**config.mk**
```make
export PLATFORM = sky130hd
export DESIGN_NAME = indexed_array_list_engine_unit
export DESIGN_NICKNAME = d
export VERILOG_FILES = /design/src/design/iale_pkg.sv /design/src/design/iale_list_mem.sv /design/src/design/indexed_array_list_engine_unit.sv
export SDC_FILE = /design/constraint.sdc
export NUM_CORES = 2
export LEC_CHECK = 0
export BUFFER_PORTS_ARGS = -buffer_cell sky130_fd_sc_hd__buf_2
export CORE_MARGIN = 2
export CORE_UTILIZATION = 57
export CTS_CLUSTER_DIAMETER = 150
export DETAILED_ROUTE_END_ITERATION = 8
export GPL_ROUTABILITY_DRIVEN = 0
export GPL_TIMING_DRIVEN = 0
export HOLD_SLACK_MARGIN = 0.15
export PLACE_DENSITY_LB_ADDON = 0.12
export RECOVER_POWER = 50
export REMOVE_ABC_BUFFERS = 1
export SYNTH_ARGS = -nofsm -noshare
export SYNTH_HDL_FRONTEND = slang
export SYNTH_SLANG_ARGS = --single-unit
```
**constraint.sdc**
```tcl
create_clock -name clk -period 13.4 [get_ports clk]
set_clock_uncertainty 0.15 [all_clocks]
set_input_delay 1.34 -clock clk [delete_from_list [all_inputs] [get_ports clk]]
set_output_delay 1.34 -clock clk [all_outputs]
set_load 0.02 [all_outputs]
```
**src/design/iale_pkg.sv**
```systemverilog
// shared types and codes for the indexed array list engine
package iale_pkg;

	localparam int POS_W = 8;
	localparam int VAL_W = 32;

	typedef enum logic [2:0] {
		MODE_INSERT_AT  = 3'd0,
		MODE_PUSH_FRONT = 3'd1,
		MODE_PUSH_BACK  = 3'd2,
		MODE_DELETE_AT  = 3'd3,
		MODE_GET        = 3'd4,
		MODE_LOCATE     = 3'd5
	} mode_t;

	typedef enum logic [1:0] {
		STATUS_OK      = 2'd0,
		STATUS_FULL    = 2'd1,
		STATUS_BAD_POS = 2'd2
	} status_t;

	typedef enum logic [1:0] {
		ST_IDLE = 2'd0,
		ST_SCAN = 2'd1,
		ST_FIN  = 2'd2,
		ST_RESP = 2'd3
	} state_t;

	typedef struct packed {
		mode_t                   mode;
		logic [POS_W-1:0]        position;
		logic signed [VAL_W-1:0] value;
	} req_t;

	typedef struct packed {
		status_t                 status;
		logic signed [VAL_W-1:0] read_value;
		logic [POS_W-1:0]        found_position;
		logic [POS_W-1:0]        count;
	} rsp_t;

endpackage

```
**src/design/iale_list_mem.sv**
```systemverilog
// list word storage: one write port, one registered read port
module iale_list_mem #(
	parameter int DEPTH = 128,
	parameter int WIDTH = 32,
	parameter int AW    = 7
) (
	input  logic             clk,
	input  logic             we,
	input  logic [AW-1:0]    waddr,
	input  logic [WIDTH-1:0] wdata,
	input  logic [AW-1:0]    raddr,
	output logic [WIDTH-1:0] rdata
);

	logic [WIDTH-1:0] mem [DEPTH];

	always_ff @(posedge clk) begin
		if (we) begin
			mem[waddr] <= wdata;
		end
	end

	always_ff @(posedge clk) begin
		rdata <= mem[raddr];
	end

endmodule

```
**src/design/indexed_array_list_engine_unit.sv**
```systemverilog
// indexed array list engine: packed 1-based list with shift, read and search
// a result strobes done after start once the n words are moved, scanned or read
// (up to CAPACITY for locate); full list, bad position or unused mode skip straight to the response
// throughput: one request at a time, bounded by the single memory read port, one word per cycle
// busy stays high from the accepting edge through the done cycle; done is a one-cycle strobe
// reset empties the list (count zero); stored words are not cleared
module indexed_array_list_engine_unit import iale_pkg::*; #(
	parameter int CAPACITY   = 128,
	parameter int DATA_WIDTH = 32
) (
	input  logic clk,
	input  logic arst_n,
	input  logic start,
	input  req_t req,
	output logic busy,
	output logic done,
	output rsp_t rsp
);

	localparam int IW = (CAPACITY > 1) ? $clog2(CAPACITY) : 1;
	localparam int CW = $clog2(CAPACITY + 1);
	localparam int PW = (CW > POS_W) ? CW : POS_W;

	state_t                  state_q, state_d;
	mode_t                   mode_q;
	status_t                 status_q, acc_status;
	logic [DATA_WIDTH-1:0]   word_q;
	logic [CW-1:0]           cnt_q, left_q, acc_moves;
	logic [IW-1:0]           addr_q, ins_idx_q, acc_addr, addr_s1;
	logic signed [VAL_W-1:0] rd_q;
	logic [POS_W-1:0]        found_q;
	logic                    hit_q, rdv_s1;
	logic [DATA_WIDTH-1:0]   rdata_s1;

	logic [PW-1:0] pos_ext, cnt_ext, p0;
	logic          pos_ok, full, accept, go_run, acc_ins, ins_q;
	logic          issue, fin;
	logic                  mem_we;
	logic [IW-1:0]         mem_wa;
	logic [DATA_WIDTH-1:0] mem_wd;

	assign accept  = start && !busy;
	assign pos_ext = PW'(req.position);
	assign cnt_ext = PW'(cnt_q);
	assign full    = (cnt_q == CW'(CAPACITY));
	assign acc_ins = (req.mode == MODE_INSERT_AT) || (req.mode == MODE_PUSH_FRONT) ||
	                 (req.mode == MODE_PUSH_BACK);
	assign ins_q   = (mode_q == MODE_INSERT_AT) || (mode_q == MODE_PUSH_FRONT) ||
	                 (mode_q == MODE_PUSH_BACK);

	// request decode: zero-based target index, range check, move count and first address
	always_comb begin
		p0        = '0;
		pos_ok    = 1'b1;
		acc_moves = '0;
		acc_addr  = '0;
		case (req.mode)
			MODE_INSERT_AT: begin
				p0        = pos_ext - PW'(1);
				pos_ok    = (req.position != '0) && (p0 <= cnt_ext);
				acc_moves = CW'(cnt_ext - p0);
				acc_addr  = IW'(cnt_ext - PW'(1));
			end
			MODE_PUSH_FRONT: begin
				p0        = '0;
				acc_moves = cnt_q;
				acc_addr  = IW'(cnt_ext - PW'(1));
			end
			MODE_PUSH_BACK: begin
				p0        = cnt_ext;
				acc_addr  = IW'(cnt_ext - PW'(1));
			end
			MODE_DELETE_AT: begin
				p0        = pos_ext - PW'(1);
				pos_ok    = (req.position != '0) && (p0 < cnt_ext);
				acc_moves = CW'(cnt_ext - p0 - PW'(1));
				acc_addr  = IW'(p0 + PW'(1));
			end
			MODE_GET: begin
				p0        = pos_ext - PW'(1);
				pos_ok    = (req.position != '0) && (p0 < cnt_ext);
				acc_moves = CW'(1);
				acc_addr  = IW'(p0);
			end
			MODE_LOCATE: begin
				acc_moves = cnt_q;
				acc_addr  = '0;
			end
			default: begin
				pos_ok = 1'b1;
			end
		endcase
	end

	always_comb begin
		if (acc_ins && full) begin
			acc_status = STATUS_FULL;
		end else if (!pos_ok) begin
			acc_status = STATUS_BAD_POS;
		end else begin
			acc_status = STATUS_OK;
		end
	end

	assign go_run = (acc_status == STATUS_OK) && (req.mode <= MODE_LOCATE);

	// next state
	always_comb begin
		state_d = state_q;
		case (state_q)
			ST_IDLE: begin
				if (accept) begin
					state_d = go_run ? ST_SCAN : ST_RESP;
				end
			end
			ST_SCAN: begin
				if ((left_q == '0) && !rdv_s1) begin
					state_d = ST_FIN;
				end
			end
			ST_FIN: begin
				state_d = ST_RESP;
			end
			ST_RESP: begin
				state_d = ST_IDLE;
			end
			default: begin
				state_d = ST_IDLE;
			end
		endcase
	end

	// sequencer outputs
	always_comb begin
		busy  = 1'b1;
		done  = 1'b0;
		issue = 1'b0;
		fin   = 1'b0;
		case (state_q)
			ST_IDLE: begin
				busy = 1'b0;
			end
			ST_SCAN: begin
				issue = (left_q != '0);
			end
			ST_FIN: begin
				fin = 1'b1;
			end
			ST_RESP: begin
				done = 1'b1;
			end
			default: begin
				busy = 1'b1;
			end
		endcase
	end

	// write port: shifted word one slot over, then the new word on insert
	always_comb begin
		mem_we = 1'b0;
		mem_wa = addr_s1;
		mem_wd = rdata_s1;
		if (rdv_s1 && ins_q) begin
			mem_we = 1'b1;
			mem_wa = addr_s1 + IW'(1);
		end else if (rdv_s1 && (mode_q == MODE_DELETE_AT)) begin
			mem_we = 1'b1;
			mem_wa = addr_s1 - IW'(1);
		end else if (fin && ins_q) begin
			mem_we = 1'b1;
			mem_wa = ins_idx_q;
			mem_wd = word_q;
		end
	end

	iale_list_mem #(
		.DEPTH (CAPACITY),
		.WIDTH (DATA_WIDTH),
		.AW    (IW)
	) u_mem (
		.clk   (clk),
		.we    (mem_we),
		.waddr (mem_wa),
		.wdata (mem_wd),
		.raddr (addr_q),
		.rdata (rdata_s1)
	);

	always_ff @(posedge clk or negedge arst_n) begin
		if (!arst_n) begin
			state_q <= ST_IDLE;
			cnt_q   <= '0;
			left_q  <= '0;
			rdv_s1  <= 1'b0;
		end else begin
			state_q <= state_d;
			rdv_s1  <= issue;
			if (accept) begin
				left_q <= go_run ? acc_moves : '0;
			end else if (issue) begin
				left_q <= left_q - CW'(1);
			end
			if (fin && ins_q) begin
				cnt_q <= cnt_q + CW'(1);
			end else if (fin && (mode_q == MODE_DELETE_AT)) begin
				cnt_q <= cnt_q - CW'(1);
			end
		end
	end

	always_ff @(posedge clk) begin
		addr_s1 <= addr_q;
		if (accept) begin
			mode_q    <= req.mode;
			word_q    <= DATA_WIDTH'($unsigned(req.value));
			status_q  <= acc_status;
			addr_q    <= acc_addr;
			ins_idx_q <= IW'(p0);
			rd_q      <= '0;
			found_q   <= '0;
			hit_q     <= 1'b0;
		end else begin
			if (issue) begin
				addr_q <= ins_q ? (addr_q - IW'(1)) : (addr_q + IW'(1));
			end
			if (rdv_s1 && (mode_q == MODE_GET)) begin
				rd_q <= VAL_W'($signed(rdata_s1));
			end
			// first match wins
			if (rdv_s1 && (mode_q == MODE_LOCATE) && !hit_q && (rdata_s1 == word_q)) begin
				hit_q   <= 1'b1;
				found_q <= POS_W'(CW'(addr_s1) + CW'(1));
			end
		end
	end

	assign rsp.status         = status_q;
	assign rsp.read_value     = rd_q;
	assign rsp.found_position = found_q;
	assign rsp.count          = POS_W'(cnt_q);

	a_done_pulse: assert property (@(posedge clk) disable iff (!arst_n)
		done |=> !done)
		else $error("done held longer than one cycle");

	a_cnt_cap: assert property (@(posedge clk) disable iff (!arst_n)
		cnt_q <= CW'(CAPACITY))
		else $error("element count above capacity");

	a_we_busy: assert property (@(posedge clk) disable iff (!arst_n)
		mem_we |-> busy)
		else $error("list store written while idle");

	a_accept_busy: assert property (@(posedge clk) disable iff (!arst_n)
		(start && !busy) |=> busy)
		else $error("accepted request did not raise busy");

endmodule
```
==> reports/results.tsv <==
metric	value	unit
status	finished with violations	
violations	capacitance limit, slew limit	
drive_gt1_share	32.76	%
crit_arrival	9.41	ns
max_cap_viol_count	67	
tightest_slew	5.400	ns
synthArstFlopShare	0.4475	%
grt.overflow.total	0	
routed_wl	410200	um
drt_iter0_markers	10570	
cpLargestDelayFamily	buffers and inverters	
wl_per_cell	35.83	um
fp.coreArea	285000	sq um
synth_ff_type	edfxtp_1	
path_buf_inv	3	
clock.fmax	106.1	MHz
grt_max_degree	83	
yosys.area_share.simple	1.185	%
synth_edf_count	4147	
track_usage	28.49	%
hold_viol_final	0	
post-place-ws	7.225	ns
setup_violations	0	
drc	0	
htreeDepth	5	
n_fill_cell	17230	
clk-insertion-delay-late	0.95	ns
synth_top_family_by_area	multiplexers	
postSynthAreaPerCell	24.14	sq um
dpl.hpwl	266900	um
antenna_found_initial	28	
layout_setup_ws	3.978	ns
muxShareOfSynthArea	19.03	%
yosysSeqAreaShare	77.54	%
r2r.worst_path.cells	8	
cts.reportedPaths.clkPinSlew	0.06	ns
path_class	flip-flop to flip-flop	
ant_nets	0	
critical_path_cell_count	8	
slew_headroom	-260.0	%
fin_setup_tns	0	ns
crit_slowest_cell	clkbuf_1	
synth_area_leaders	edfxtp_1 76%, mux4_2 19%, dfxtp_1 0.98%	
crit_path_end_kind	flip-flop	
cellLeakagePower	59.36	nW
holdPathStages	2	
die_h	539.2	um
start_util	57.30	%
fin_crit	9.422	ns
grt_pass1_wl	579700	um
tritoncts.num_buffers	418	
postSynthCellCount	6765	
synth_commonest_cells	4,147 x edfxtp_1, 1,344 x mux4_2, 205 x clkbuf_1, 205 x nor2_1, 139 x nand2_1	
drt_pre_antenna_iters	8	
root_buffer	clkbuf_16	
hold_slack	0.3065	ns
ir_drop	0.0001625	V
fin_crit_sh	70.31	%
placementRows	196	
required	13.39	ns
crit_fanout	76	
synth_top_area_share	76.27	%
die_area	290700	sq um
crit_chain	inv_1, ha_1, nor2b_1, nand2_1, nor2_1, clkbuf_1, mux2_1, clkbuf_1	
routed-via-count	76590	
viasPerCell	6.690	
io_pins	98	
syn2layout_area_growth	16.77	%
cts_max_path_buffers	4	
port_buffers	97	
rsz0062_at_grt	no	
syn-cell-area	163300	sq um
powerDensity	237.5	nW/um^2
layout.nets	7422	
cts_tree	built	
cts_hold_buf	0	
cts-resized-gates	0	
critPathLaunchType	flip-flop	
worstHoldPathType	flip-flop to flip-flop	
die_w	539.2	um
synth_compound_area_share	0.6728	%
cpMostUsedCell	clkbuf_1	
fin_util	66.91	%
cts.sinks	4246	
yosysMostFrequentCell	edfxtp_1	
synth_area_leader_cell	edfxtp_1	
synth_xor_area_share	0.4107	%
ys_ff_latch	4246	
synth-adder-area-share	0.2238	%
cts_setup_buffers	0	
drv_slew	4314	
yosysWarnings	0	
synth_cell_types	62	
grt_pass1_vias	77130	
critical-path-max-stage-delay	2.76	ns
-- path summary, 6_finish.rpt --
check                                start  slack, ns                end
worst max-delay path            state_q[0]       3.98  u_mem.mem[68][30]
worst min-delay path              rd_q[21]       0.31           rd_q[21]
worst max register to register  state_q[0]       3.98  u_mem.mem[68][30]
worst min register to register    rd_q[21]       0.31           rd_q[21]
max in group asynchronous           arst_n      11.92          left_q[0]
min in group asynchronous           arst_n       0.45         state_q[0]
-- routing by layer --
layer	wire (um)	global-route usage, %	up-vias
li1	-	-	30360
met1	157800	40.64	41630
met2	195600	44.28	3939
met3	42050	6.811	656
met4	14750	9.021	10
met5	69	0	-
-- layout make-up --
type,count,area (sq um),area share (%)
Sequential cell,4246,126600,66.41
Multi-Input combinational cell,2144,36160,18.97
Clock buffer,523,11130,5.840
Timing Repair Buffer,515,9739,5.108
Tap cell,3762,4707,2.469
Clock inverter,217,2175,1.141
Inverter,23,87.58,0.04594
Antenna cell,18,45.04,0.02363
-- metrics by stage --
stage               cell area (sq um)  cells  power, W
floorplan                      161800   6413   0.02911
global placement               167000  10270   0.03182
detailed placement             178500  10690   0.03398
CTS                            191800  11430   0.04543
global route                   190600  11430   0.04665
finish                         190700  11450   0.04528
-- cells by family (layout without fill, tap and decap cells) --
family	Yosys count	in the layout
adder cells (fa/ha/maj)	28	28
buffers and inverters	375	1278
AND/OR/NAND/NOR	451	451
flip-flops	4246	4246
XOR/XNOR	75	75
AO/OA/AOI/OAI	174	174
multiplexers	1416	1416
other	0	18
-- worst register-to-register path, delay by kind of cell (launching register included) --
family | cells | cell delay (ns)
buf+inv | 3 | 4.08
simple gates | 3 | 1.87
mux | 1 | 1.57
flops | 1 | 0.40
fa+ha+maj | 1 | 0.38
-- sequential cells by signal (all words and copies together) (netlist names), 3 cells and up --
register / flops
u_mem.rdata: 32
mode_q: 3
u_mem.mem: 4096
ins_idx_q: 7
addr_s1: 7
cnt_ext: 8
addr_q: 7
rd_q: 32
found_q: 8
left_q: 8
word_q: 32
-- power by group --
group          switching (W)  internal (W)  leakage [nW]
combinational        0.00919       0.00673          14.7
sequential          0.000291        0.0176          38.2
clock                0.00485       0.00665          6.50
-- cell usage in the layout (no fill, tap or decap), drive strengths merged, types with 31 or more instances in the layout --
master,n
nor2,205
edfxtp,4147
dfxtp,80
nand3,31
bufinv,41
mux4,1344
clkbuf,635
clkinv,156
xor2,48
buf,403
nand2,139
a21oi,71
mux2,64
(Power assumes the default switching activity.)
